`config.mk`:
```
export PLATFORM = sky130hd
export DESIGN_NAME = device_class_allocator_core_flat
export DESIGN_NICKNAME = d
export VERILOG_FILES = /design/src/hdl/dca_pkg.sv /design/src/hdl/dca_if.sv /design/src/hdl/device_class_allocator_core.sv /design/src/flat_wrapper.sv
export VERILOG_INCLUDE_DIRS = /design/src /design/src/hdl
export SDC_FILE = /design/constraint.sdc
export NUM_CORES = 1
export LEC_CHECK = 0
export ABC_AREA = 1
export BUFFER_PORTS_ARGS = -buffer_cell sky130_fd_sc_hd__buf_2
export CAP_MARGIN = 20
export CORE_ASPECT_RATIO = 0.7
export CORE_MARGIN = 2
export CORE_UTILIZATION = 35
export DETAILED_ROUTE_END_ITERATION = 10
export HOLD_SLACK_MARGIN = 0.15
export PLACE_DENSITY = 0.5
export SLEW_MARGIN = 10
export SYNTH_ARGS = -nofsm -noshare
export SYNTH_HDL_FRONTEND = slang
export SYNTH_SLANG_ARGS = --single-unit
```
`constraint.sdc`:
```
create_clock -name clk_i -period 8.4 [get_ports clk_i]
set_input_delay 0 -clock clk_i [delete_from_list [all_inputs] [get_ports clk_i]]
set_output_delay 0 -clock clk_i [all_outputs]
set_load 0.005 [all_outputs]
```
`src/hdl/device_class_allocator_core_defines.svh`:
```
// ----------------------------------------------------------------------------
// Assertion macros for the device class allocator
// Concurrent checks clocked on clk_i; empty when synthesizing.
// ----------------------------------------------------------------------------
`ifndef DEVICE_CLASS_ALLOCATOR_CORE_DEFINES_SVH
`define DEVICE_CLASS_ALLOCATOR_CORE_DEFINES_SVH

`ifndef SYNTHESIS

// checked only out of reset
`define DCA_ASSERT(lbl, prop, msg) \
  lbl: assert property (@(posedge clk_i) disable iff (!rst_ni) (prop)) else $error(msg);

// checked at every edge, reset included
`define DCA_ASSERT_ALWAYS(lbl, prop, msg) \
  lbl: assert property (@(posedge clk_i) (prop)) else $error(msg);

`else

`define DCA_ASSERT(lbl, prop, msg)
`define DCA_ASSERT_ALWAYS(lbl, prop, msg)

`endif

`endif

```
`src/hdl/dca_pkg.sv`:
```
// ----------------------------------------------------------------------------
// dca_pkg
// Field types, status and request codes, register map of the allocator.
// ----------------------------------------------------------------------------
`default_nettype none

package dca_pkg;

  localparam int MAX_CLASSES = 3;
  localparam int BASE_W      = 4;
  localparam int COUNT_W     = 5;
  localparam int MASK_W      = 16;
  localparam int JOB_W       = 8;
  localparam int TAG_W       = 8;
  localparam int DEV_W       = 4;
  localparam int FREED_W     = 5;
  localparam int STATUS_W    = 2;
  localparam int CLASS_W     = 2;
  localparam int SCAN_W      = 5;   // base + count can reach 46; the core clips the scan end to the table size
  localparam int ADDR_W      = 5;
  localparam int DATA_W      = 32;
  localparam int REG_IDX_W   = 3;

  typedef logic [BASE_W-1:0]   base_t;
  typedef logic [COUNT_W-1:0]  count_t;
  typedef logic [MASK_W-1:0]   mask_t;
  typedef logic [JOB_W-1:0]    job_t;
  typedef logic [TAG_W-1:0]    tag_t;
  typedef logic [DEV_W-1:0]    dev_t;
  typedef logic [FREED_W-1:0]  freed_t;
  typedef logic [STATUS_W-1:0] status_t;
  typedef logic [CLASS_W-1:0]  class_t;
  typedef logic [SCAN_W-1:0]   scan_t;

  // request kind
  localparam logic KIND_ALLOC   = 1'b0;
  localparam logic KIND_RECLAIM = 1'b1;

  // result status
  localparam status_t STAT_OK        = 2'd0;
  localparam status_t STAT_BAD_CLASS = 2'd1;
  localparam status_t STAT_NO_FREE   = 2'd2;
  localparam status_t STAT_NONE_HELD = 2'd3;

  // register indexes (byte address = 4 * index)
  localparam logic [REG_IDX_W-1:0] REG_C0_BASE  = 3'd0;
  localparam logic [REG_IDX_W-1:0] REG_C0_COUNT = 3'd1;
  localparam logic [REG_IDX_W-1:0] REG_C1_BASE  = 3'd2;
  localparam logic [REG_IDX_W-1:0] REG_C1_COUNT = 3'd3;
  localparam logic [REG_IDX_W-1:0] REG_C2_BASE  = 3'd4;
  localparam logic [REG_IDX_W-1:0] REG_C2_COUNT = 3'd5;
  localparam logic [REG_IDX_W-1:0] REG_EN_MASK  = 3'd6;

  localparam base_t  BASE_RST  [MAX_CLASSES] = '{4'd0, 4'd2, 4'd5};
  localparam count_t COUNT_RST [MAX_CLASSES] = '{5'd2, 5'd3, 5'd4};
  localparam mask_t  MASK_RST                = 16'd1023;

endpackage

`default_nettype wire

```
`src/hdl/dca_if.sv`:
```
// ----------------------------------------------------------------------------
// dca_req_if / dca_rsp_if
// Valid/ready channels for allocator requests and results.
// ----------------------------------------------------------------------------
`default_nettype none

interface dca_req_if;
  import dca_pkg::*;

  logic   valid;
  logic   ready;
  logic   kind;
  class_t class_index;
  job_t   job_id;
  tag_t   relative_number;

  modport source (output valid, kind, class_index, job_id, relative_number, input ready);
  modport sink   (input valid, kind, class_index, job_id, relative_number, output ready);
endinterface

interface dca_rsp_if;
  import dca_pkg::*;

  logic    valid;
  logic    ready;
  status_t status;
  dev_t    device_number;
  freed_t  freed_count;

  modport source (output valid, status, device_number, freed_count, input ready);
  modport sink   (input valid, status, device_number, freed_count, output ready);
endinterface

`default_nettype wire

```
`src/hdl/device_class_allocator_core.sv`:
```
// ----------------------------------------------------------------------------
// device_class_allocator_core
// Device table in three class ranges: allocate lowest free device, reclaim
// all devices of a job within a class.
// ----------------------------------------------------------------------------
//  channel  dir  handshake          beat contents
//  req_i    in   valid/ready        kind, class_index, job_id, relative_number
//  rsp_o    out  valid/ready        status, device_number, freed_count
//  apb      in   psel/penable/pwr   paddr[4:2] register index, pwdata
//
//  An allocate scans the class range up to the first free device, or the
//  whole range when none is free; a reclaim scans every entry of the class
//  range. The reclaim scan walks one entry per cycle through the owner
//  table, whose read port is registered.
//  Reset clears flags and restores register defaults; no clearing pass.
//  A stalled result is held in the output register; the next request is
//  taken meanwhile and waits in its final step.
// ----------------------------------------------------------------------------
`default_nettype none

`include "device_class_allocator_core_defines.svh"

module device_class_allocator_core #(
  parameter int NUM_DEVICES = 16,
  parameter int NUM_CLASSES = 3
) (
  input  wire                        clk_i,
  input  wire                        rst_ni,
  dca_req_if.sink                    req_i,
  dca_rsp_if.source                  rsp_o,
  input  wire                        psel,
  input  wire                        penable,
  input  wire                        pwrite,
  input  wire [dca_pkg::ADDR_W-1:0]  paddr,
  input  wire [dca_pkg::DATA_W-1:0]  pwdata,
  output logic [dca_pkg::DATA_W-1:0] prdata,
  output logic                       pready
);
  import dca_pkg::*;

  localparam int IDX_W = (NUM_DEVICES > 1) ? $clog2(NUM_DEVICES) : 1;

  localparam logic [1:0] S_IDLE  = 2'd0;
  localparam logic [1:0] S_ALLOC = 2'd1;
  localparam logic [1:0] S_RECL  = 2'd2;
  localparam logic [1:0] S_FIN   = 2'd3;

  // configuration
  base_t  base_q  [MAX_CLASSES];
  count_t count_q [MAX_CLASSES];
  mask_t  mask_q;
  count_t remain_q [MAX_CLASSES];

  // table
  logic   flag_q [NUM_DEVICES];
  job_t   owner_mem [NUM_DEVICES];
  tag_t   tag_mem   [NUM_DEVICES];
  job_t   owner_rd_q;

  // sequencer
  logic [1:0]       state_q, state_d;
  scan_t            cursor_q, cursor_d;
  scan_t            end_q, end_d;
  logic [1:0]       cls_q, cls_d;
  job_t             job_q, job_d;
  tag_t             tag_q, tag_d;
  logic             p_vld_q, p_vld_d;
  logic [IDX_W-1:0] p_idx_q, p_idx_d;
  freed_t           freed_q, freed_d;
  status_t          res_stat_q, res_stat_d;
  dev_t             res_dev_q, res_dev_d;

  // output register
  logic    rsp_vld_q;
  status_t rsp_stat_q;
  dev_t    rsp_dev_q;
  freed_t  rsp_freed_q;

  logic             accept;
  logic             unknown_cls;
  logic [1:0]       cls_sel;
  logic [6:0]       end_sum;
  logic [IDX_W-1:0] idx;
  logic             dev_en;
  logic             mem_we;
  logic             flag_set;
  logic             flag_clr;
  logic             rem_dec;
  logic             rem_add;
  logic [5:0]       rem_sum;
  logic             fin_load;
  logic             cfg_we;
  logic [REG_IDX_W-1:0] reg_idx;

  // --------------------------------------------------------------------------
  // config port
  // --------------------------------------------------------------------------
  assign pready  = 1'b1;
  assign cfg_we  = psel && penable && pwrite;
  assign reg_idx = paddr[ADDR_W-1:2];

  always_comb begin
    prdata = '0;
    case (reg_idx)
      REG_C0_BASE:  prdata = DATA_W'(base_q[0]);
      REG_C0_COUNT: prdata = DATA_W'(count_q[0]);
      REG_C1_BASE:  prdata = DATA_W'(base_q[1]);
      REG_C1_COUNT: prdata = DATA_W'(count_q[1]);
      REG_C2_BASE:  prdata = DATA_W'(base_q[2]);
      REG_C2_COUNT: prdata = DATA_W'(count_q[2]);
      REG_EN_MASK:  prdata = DATA_W'(mask_q);
      default:      prdata = '0;
    endcase
  end

  always_ff @(posedge clk_i or negedge rst_ni) begin
    if (!rst_ni) begin
      for (int c = 0; c < MAX_CLASSES; c++) begin
        base_q[c]  <= BASE_RST[c];
        count_q[c] <= COUNT_RST[c];
      end
      mask_q <= MASK_RST;
    end else if (cfg_we) begin
      case (reg_idx)
        REG_C0_BASE:  base_q[0]  <= pwdata[BASE_W-1:0];
        REG_C0_COUNT: count_q[0] <= pwdata[COUNT_W-1:0];
        REG_C1_BASE:  base_q[1]  <= pwdata[BASE_W-1:0];
        REG_C1_COUNT: count_q[1] <= pwdata[COUNT_W-1:0];
        REG_C2_BASE:  base_q[2]  <= pwdata[BASE_W-1:0];
        REG_C2_COUNT: count_q[2] <= pwdata[COUNT_W-1:0];
        REG_EN_MASK:  mask_q     <= pwdata[MASK_W-1:0];
        default:      ;
      endcase
    end
  end

  // remaining counts: count writes reload, allocate decrements,
  // reclaim adds the freed total with saturation
  assign rem_sum = {1'b0, remain_q[cls_q]} + {1'b0, freed_q};

  always_ff @(posedge clk_i or negedge rst_ni) begin
    if (!rst_ni) begin
      for (int c = 0; c < MAX_CLASSES; c++) remain_q[c] <= COUNT_RST[c];
    end else if (cfg_we) begin
      case (reg_idx)
        REG_C0_COUNT: remain_q[0] <= pwdata[COUNT_W-1:0];
        REG_C1_COUNT: remain_q[1] <= pwdata[COUNT_W-1:0];
        REG_C2_COUNT: remain_q[2] <= pwdata[COUNT_W-1:0];
        default:      ;
      endcase
    end else if (rem_dec) begin
      remain_q[cls_q] <= remain_q[cls_q] - 5'd1;
    end else if (rem_add) begin
      remain_q[cls_q] <= rem_sum[5] ? '1 : rem_sum[4:0];
    end
  end

  // --------------------------------------------------------------------------
  // request decode and scan sequencer
  // --------------------------------------------------------------------------
  assign req_i.ready = (state_q == S_IDLE);
  assign accept      = req_i.valid && req_i.ready;
  assign unknown_cls = (req_i.class_index >= 2'(NUM_CLASSES));
  assign cls_sel     = unknown_cls ? 2'd0 : req_i.class_index;
  assign end_sum     = 7'(base_q[cls_sel]) + 7'(count_q[cls_sel]);
  assign idx         = IDX_W'(cursor_q);
  // devices past the mask width are never usable
  assign dev_en      = (cursor_q < 5'(MASK_W)) && mask_q[cursor_q[DEV_W-1:0]];
  assign fin_load    = (state_q == S_FIN) && (!rsp_vld_q || rsp_o.ready);

  always_comb begin
    state_d    = state_q;
    cursor_d   = cursor_q;
    end_d      = end_q;
    cls_d      = cls_q;
    job_d      = job_q;
    tag_d      = tag_q;
    p_vld_d    = p_vld_q;
    p_idx_d    = p_idx_q;
    freed_d    = freed_q;
    res_stat_d = res_stat_q;
    res_dev_d  = res_dev_q;
    mem_we     = 1'b0;
    flag_set   = 1'b0;
    flag_clr   = 1'b0;
    rem_dec    = 1'b0;
    rem_add    = 1'b0;

    case (state_q)
      S_IDLE: begin
        if (accept) begin
          job_d      = req_i.job_id;
          tag_d      = req_i.relative_number;
          cls_d      = cls_sel;
          cursor_d   = scan_t'(base_q[cls_sel]);
          end_d      = (end_sum > 7'(NUM_DEVICES)) ? scan_t'(NUM_DEVICES)
                                                   : end_sum[SCAN_W-1:0];
          freed_d    = '0;
          p_vld_d    = 1'b0;
          res_dev_d  = '0;
          res_stat_d = STAT_OK;
          if (unknown_cls) begin
            res_stat_d = STAT_BAD_CLASS;
            state_d    = S_FIN;
          end else if (req_i.kind == KIND_ALLOC) begin
            if (remain_q[cls_sel] == '0) begin
              res_stat_d = STAT_NO_FREE;
              state_d    = S_FIN;
            end else begin
              state_d = S_ALLOC;
            end
          end else begin
            state_d = S_RECL;
          end
        end
      end

      S_ALLOC: begin
        if (cursor_q >= end_q) begin
          res_stat_d = STAT_NO_FREE;
          state_d    = S_FIN;
        end else if (dev_en && !flag_q[idx]) begin
          flag_set   = 1'b1;
          mem_we     = 1'b1;
          rem_dec    = 1'b1;
          res_dev_d  = cursor_q[DEV_W-1:0];
          res_stat_d = STAT_OK;
          state_d    = S_FIN;
        end else begin
          cursor_d = cursor_q + 5'd1;
        end
      end

      S_RECL: begin
        // issue a read at the cursor, compare the entry read last cycle
        if (cursor_q < end_q) begin
          p_vld_d  = 1'b1;
          p_idx_d  = idx;
          cursor_d = cursor_q + 5'd1;
        end else begin
          p_vld_d = 1'b0;
        end
        if (p_vld_q && flag_q[p_idx_q] && (owner_rd_q == job_q)) begin
          flag_clr = 1'b1;
          freed_d  = freed_q + 5'd1;
        end
        if ((cursor_q >= end_q) && !p_vld_q) begin
          rem_add    = 1'b1;
          res_stat_d = (freed_q == '0) ? STAT_NONE_HELD : STAT_OK;
          state_d    = S_FIN;
        end
      end

      S_FIN: begin
        if (fin_load) state_d = S_IDLE;
      end

      default: state_d = S_IDLE;
    endcase
  end

  always_ff @(posedge clk_i or negedge rst_ni) begin
    if (!rst_ni) begin
      state_q  <= S_IDLE;
      cursor_q <= '0;
      end_q    <= '0;
      cls_q    <= '0;
      p_vld_q  <= 1'b0;
      p_idx_q  <= '0;
      freed_q  <= '0;
    end else begin
      state_q  <= state_d;
      cursor_q <= cursor_d;
      end_q    <= end_d;
      cls_q    <= cls_d;
      p_vld_q  <= p_vld_d;
      p_idx_q  <= p_idx_d;
      freed_q  <= freed_d;
    end
  end

  always_ff @(posedge clk_i) begin
    job_q      <= job_d;
    tag_q      <= tag_d;
    res_stat_q <= res_stat_d;
    res_dev_q  <= res_dev_d;
  end

  // --------------------------------------------------------------------------
  // device table
  // --------------------------------------------------------------------------
  always_ff @(posedge clk_i or negedge rst_ni) begin
    if (!rst_ni) begin
      for (int d = 0; d < NUM_DEVICES; d++) flag_q[d] <= 1'b0;
    end else begin
      if (flag_set) flag_q[idx]     <= 1'b1;
      if (flag_clr) flag_q[p_idx_q] <= 1'b0;
    end
  end

  // owner/tag only matter where the flag is set, so no reset
  always_ff @(posedge clk_i) begin
    if (mem_we) begin
      owner_mem[idx] <= job_q;
      tag_mem[idx]   <= tag_q;
    end
    owner_rd_q <= owner_mem[idx];
  end

  // --------------------------------------------------------------------------
  // output register
  // --------------------------------------------------------------------------
  always_ff @(posedge clk_i or negedge rst_ni) begin
    if (!rst_ni) begin
      rsp_vld_q <= 1'b0;
    end else if (fin_load) begin
      rsp_vld_q <= 1'b1;
    end else if (rsp_o.ready) begin
      rsp_vld_q <= 1'b0;
    end
  end

  always_ff @(posedge clk_i) begin
    if (fin_load) begin
      rsp_stat_q  <= res_stat_q;
      rsp_dev_q   <= res_dev_q;
      rsp_freed_q <= freed_q;
    end
  end

  assign rsp_o.valid         = rsp_vld_q;
  assign rsp_o.status        = rsp_stat_q;
  assign rsp_o.device_number = rsp_dev_q;
  assign rsp_o.freed_count   = rsp_freed_q;

  // --------------------------------------------------------------------------
  // checks
  // --------------------------------------------------------------------------
  `DCA_ASSERT(a_alloc_in_range, (state_q == S_ALLOC) |-> (cursor_q <= end_q), "alloc scan past range")
  `DCA_ASSERT(a_recl_idx_ok, (state_q == S_RECL && p_vld_q) |-> (32'(p_idx_q) < NUM_DEVICES), "reclaim index out of table")
  `DCA_ASSERT(a_fin_loads_rsp, fin_load |=> (rsp_vld_q && state_q == S_IDLE), "result not loaded on finish")
  `DCA_ASSERT(a_busy_after_accept, accept |=> !req_i.ready, "request taken while busy")
  `DCA_ASSERT_ALWAYS(a_none_held_zero, (rsp_vld_q && rsp_stat_q == STAT_NONE_HELD) |-> (rsp_freed_q == '0), "none-held with nonzero count")

endmodule

`default_nettype wire

```
`src/flat_wrapper.sv`:
```
// flat-port wrapper written by rule: the top's interface ports become plain ports
module device_class_allocator_core_flat import dca_pkg::*;
#(
  parameter int NUM_DEVICES = 16,
  parameter int NUM_CLASSES = 3
)
  (clk_i, rst_ni, psel, penable, pwrite, paddr, pwdata, prdata, pready, req_i_valid, req_i_kind, req_i_class_index, req_i_job_id, req_i_relative_number, req_i_ready, rsp_o_valid, rsp_o_status, rsp_o_device_number, rsp_o_freed_count, rsp_o_ready);
  dca_req_if req_i_i ();
  dca_rsp_if rsp_o_i ();
  input  wire clk_i;
  input  wire rst_ni;
  input  wire psel;
  input  wire penable;
  input  wire pwrite;
  input  wire [dca_pkg::ADDR_W-1:0] paddr;
  input  wire [dca_pkg::DATA_W-1:0] pwdata;
  output logic [dca_pkg::DATA_W-1:0] prdata;
  output logic pready;
  input wire logic [$bits(req_i_i.valid)-1:0] req_i_valid;
  input wire logic [$bits(req_i_i.kind)-1:0] req_i_kind;
  input wire logic [$bits(req_i_i.class_index)-1:0] req_i_class_index;
  input wire logic [$bits(req_i_i.job_id)-1:0] req_i_job_id;
  input wire logic [$bits(req_i_i.relative_number)-1:0] req_i_relative_number;
  output wire logic [$bits(req_i_i.ready)-1:0] req_i_ready;
  output wire logic [$bits(rsp_o_i.valid)-1:0] rsp_o_valid;
  output wire logic [$bits(rsp_o_i.status)-1:0] rsp_o_status;
  output wire logic [$bits(rsp_o_i.device_number)-1:0] rsp_o_device_number;
  output wire logic [$bits(rsp_o_i.freed_count)-1:0] rsp_o_freed_count;
  input wire logic [$bits(rsp_o_i.ready)-1:0] rsp_o_ready;
  assign req_i_i.valid = req_i_valid;
  assign req_i_i.kind = req_i_kind;
  assign req_i_i.class_index = req_i_class_index;
  assign req_i_i.job_id = req_i_job_id;
  assign req_i_i.relative_number = req_i_relative_number;
  assign req_i_ready = req_i_i.ready;
  assign rsp_o_valid = rsp_o_i.valid;
  assign rsp_o_status = rsp_o_i.status;
  assign rsp_o_device_number = rsp_o_i.device_number;
  assign rsp_o_freed_count = rsp_o_i.freed_count;
  assign rsp_o_i.ready = rsp_o_ready;
  device_class_allocator_core #(.NUM_DEVICES(NUM_DEVICES), .NUM_CLASSES(NUM_CLASSES)) u_core (.clk_i(clk_i), .rst_ni(rst_ni), .req_i(req_i_i), .rsp_o(rsp_o_i), .psel(psel), .penable(penable), .pwrite(pwrite), .paddr(paddr), .pwdata(pwdata), .prdata(prdata), .pready(pready));
endmodule
```
==> reports/qor.log <==
INFO  sta            maxSlewHeadroom=0.3739
INFO  clocking       ctsHoldBuffers=48
INFO  sta            tightest_slew=0.9392ns
INFO  sta            timing.final.crit_period=3.858ns
INFO  routing        routed_via_density=4.978
INFO  critical_path  rrSetupSlack=4.54ns
INFO  cells_and_area share_of_post_route_cells_with_drive_strength_above_1=0.1130
INFO  placement      weighted_congestion_at_the_end_of_routability_driven_global_placement=0.8773
INFO  critical_path  critPathSlowestCell=sky130_fd_sc_hd__nor3_2
INFO  critical_path  critical_path_data_required_time=8.58ns
INFO  sta            report.final.slew_viol_count=0
INFO  clocking       cts_tree=yes
INFO  sta            period_share=0.4593
INFO  routing        drc=0
INFO  cells_and_area areaGrowthSynthToFinish=16.64%
INFO  critical_path  cp-startpoint=u_core.cursor_q[0]$_DFFE_PN0P_
INFO  global_route   grt_max_degree=87
INFO  synthesis      synthTopCellsByArea=sky130_fd_sc_hd__edfxtp_1 37%, sky130_fd_sc_hd__dfrtp_1 16%, sky130_fd_sc_hd__nand2_1 7.9%
INFO  floorplanning  core_area=0.03480mm2
INFO  floorplanning  floorplan.die.width=229.2um
INFO  floorplanning  die-area=0.03705mm2
INFO  critical_path  critical_path_peak_fanout=56
INFO  clocking       ctsRootBufferMaster=sky130_fd_sc_hd__clkbuf_16
INFO  synthesis      synth_commonest_cells=261 x sky130_fd_sc_hd__nand2_1, 165 x sky130_fd_sc_hd__nor2_1, 153 x sky130_fd_sc_hd__edfxtp_1, 145 x sky130_fd_sc_hd__o21ai_0, 134 x sky130_fd_sc_hd__inv_1
INFO  synthesis      synth_cell_types=48
INFO  clocking       clock_latency=0.57ns
INFO  synthesis      synth_enable_flop_cells=153
INFO  flow_run       number_of_max_capacitance_violations_reported=0
INFO  synthesis      synthCells=1325
INFO  clocking       post-cts-setup-buffer-count=0
INFO  routing        drt_iter0_drc=773
INFO  synthesis      synthMostInstantiatedCell=sky130_fd_sc_hd__nand2_1
INFO  global_route   grt_use_total=0.1812
INFO  critical_path  cpMostUsedCell=sky130_fd_sc_hd__nand2_1
INFO  global_route   grt_pass1_wl=52510um
INFO  sta            worst_clock_skew=0.01096ns
INFO  min_path       timing.hold.worst.class=in -> reg
INFO  synthesis      synth_top_flop_cell=sky130_fd_sc_hd__edfxtp_1
INFO  synthesis      synth.yosys.seq_area_share=0.5841
INFO  floorplanning  floorplan.initialDensity=0.3571
INFO  sta            clock.fmax=259.2MHz
INFO  critical_path  crit_end=u_core.owner_mem[3][4]$_DFFE_PP_
INFO  critical_path  critPathArrivalTime=4.04ns
INFO  floorplanning  die_h=161.7um
INFO  sta            grt_setup_unrepaired=false
INFO  power          pwr_density_cell=349.3mW/mm2
INFO  global_route   grt_pass1_vias=8983
INFO  cells_and_area fillers=3477
INFO  synthesis      most_area_hungry_cell_type_in_the_yosys_netlist=sky130_fd_sc_hd__edfxtp_1
INFO  critical_path  timing.rr.end=u_core.owner_mem[3][4]$_DFFE_PP_
INFO  critical_path  critical_path.cell_chain=inv_2 > buf_4 > ha_1 > nand2_1 > nand3_1 > clkinv_1 > nand4_4 > clkinv_2 > nand2_1 > nor3_2
INFO  synthesis      yosys_warnings=0
INFO  sta            setup_total_negative_slack=0ns
INFO  synthesis      synth_top_cell_area_share=0.3697
INFO  routing        ant_nets=0
INFO  global_route   antenna_found_initial=0
INFO  power          peakVddDrop=172.3uV
INFO  floorplanning  placement_rows=57
INFO  clocking       clock_tree.htree_level_count=1
INFO  clocking       cts_sinks=260
INFO  cells_and_area count_of_nets_after_finishing=1520
INFO  critical_path  worst_path_largest_cell_delay=0.70ns
INFO  cells_and_area final_util=0.4165
INFO  critical_path  setup.worst_path.class=reg -> reg
INFO  sta            setup_viol=0
INFO  synthesis      synth.ff_latch_count=260
INFO  sta            final_hold_viol_count=0
INFO  cells_and_area antenna_diodes=0
INFO  clocking       ctsResizeCount=0
INFO  critical_path  setup.worst_path.end_class=flip-flop
INFO  routing        wl_per_cell=17.47um
INFO  synthesis      synthesis.area_per_instance=9.379um2
INFO  placement      port_buffers=65
INFO  synthesis      synthArstFlopShare=0.3808
INFO  routing        detailedRoute.firstPassIterationCount=5
INFO  critical_path  reg2reg_depth=10
INFO  critical_path  cp-start-kind=flip-flop
INFO  placement      hpwlAfterDp=22530um
INFO  clocking       worst_setup_hold_path_clk_slew=0.06ns
INFO  global_route   globalRoute.totalOverflow=0
INFO  clocking       clockBufferDepth=3
INFO  synthesis      syn-cell-area=0.01243mm2
INFO  floorplanning  top_level_ports=109
INFO  power          power_leakage=6.072nW
INFO  critical_path  worst_r2r_startpoint=u_core.cursor_q[0]$_DFFE_PN0P_
INFO  routing        route.vias.total=9573
INFO  routing        routed_wirelength=33590um
INFO  status         status=completed
INFO  clocking       cts_made_buffers=27
per-stage QoR:
stage	hold WS [ns]	area [um2]	cells	worst slack, ns	total power, W
after floorplan	-0.2956	12480	1340	5.314	0.003236
after global placement	-0.02431	13130	1825	4.537	0.003829
after detailed placement	-0.03216	13130	1825	4.488	0.003840
after CTS	0.1530	14500	1923	4.465	0.005082
after global routing	0.1835	14500	1923	4.252	0.005434
final	0.1752	14500	1923	4.542	0.005063
worst min-delay path by stage:
stage,from,end,depth (start not counted)
after global placement,rst_ni,u_core.freed_q[2]$_DFFE_PN0P_,1
after detailed placement,rst_ni,u_core.freed_q[2]$_DFFE_PN0P_,1
after global routing,pwdata[11],u_core.mask_q[11]$_DFFE_PN0P_,4
after CTS,pwdata[13],u_core.mask_q[13]$_DFFE_PN0P_,4
final,pwdata[11],u_core.mask_q[11]$_DFFE_PN0P_,4
after floorplan,rst_ni,u_core.base_q[10]$_DFFE_PN0P_,0
where the power goes:
part | internal [W] | switching, W
sequential | 0.00167 | 0.000189
combinational | 0.000609 | 0.00140
clock | 0.000677 | 0.000524
total | 0.00295 | 0.00211
critical path: cells and delay by family (launching register included):
kind                       cells  cell delay [ns]
and+or+nand+nor                5             1.21
buffers and inverters          4             1.48
adders and majority gates      1             0.35
DFF                            1             0.41
flip-flops by register name (all words and copies together) (netlist names), 2 cells and up:
| name | flops |
|---|---|
| u_core.owner_rd_q | 8 |
| u_core.count_q | 15 |
| u_core.res_stat_q | 2 |
| u_core.freed_q | 5 |
| u_core.job_q | 8 |
| u_core.owner_mem | 128 |
| u_core.base_q | 12 |
| u_core.cls_q | 2 |
| u_core.rsp_o.status | 2 |
| u_core.remain_q | 15 |
| u_core.rsp_o.freed_count | 5 |
| u_core.state_q | 2 |
| u_core.res_dev_q | 4 |
| u_core.p_idx_q | 4 |
| u_core.cursor_q | 5 |
| u_core.end_q | 5 |
| u_core.flag_q | 16 |
| u_core.mask_q | 16 |
| u_core.rsp_o.device_number | 4 |
layout by cell type (no fill, tap or decap), drive strengths merged, types with 2 or more instances in the layout:
cell,Yosys,layout
nand2,263,263
nor2,169,169
edfxtp,153,153
o21ai,147,147
inv,141,142
dfrtp,78,78
nand3,76,76
buf,27,73
a21oi,55,55
o22ai,47,47
dlygate4sd3,0,47
clkbuf,32,36
ha,25,25
dfstp,21,21
nand4,20,20
conb,2,17
clkinv,3,11
xor2,9,9
nor3,9,9
dfxtp,8,8
o221ai,7,7
a22oi,6,6
or2,5,5
nor4,4,4
xnor2,4,4
clkinvlp,0,3
a211oi,2,2
o211ai,2,2
fa,2,2
bufinv,0,2
per-layer routing:
metal	part of all wire	wire (um)	global-route usage	up-vias
li1	-	-	-	4677
met1	0.55	18540	0.3053	4554
met2	0.37	12470	0.2366	311
met3	0.062	2078	0.03195	31
met4	0.015	504	0.03247	0
met5	0	0	0	-
final cells by class:
class / count / area (um2) / share of cell area
clock inverter: 14 / 145.1 / 0.01001
multi-input combinational: 877 / 4358 / 0.3006
inverter: 144 / 541.8 / 0.03738
tap: 472 / 590.6 / 0.04074
sequential: 260 / 7259 / 0.5008
clock buffer: 36 / 729.5 / 0.05032
timing repair buffer: 120 / 870.8 / 0.06008
cells by family (layout without fill, tap and decap cells):
group	after synthesis	after routing	synth area share
fa+ha+maj	27	27	0.02839
other cells	2	17	0.0006043
xor+xnor	13	13	0.009162
compound gates	273	273	0.1205
buf+inv	203	314	0.06977
flops	260	260	0.5841
simple gates	547	547	0.1875
(Power assumes the default switching activity.)
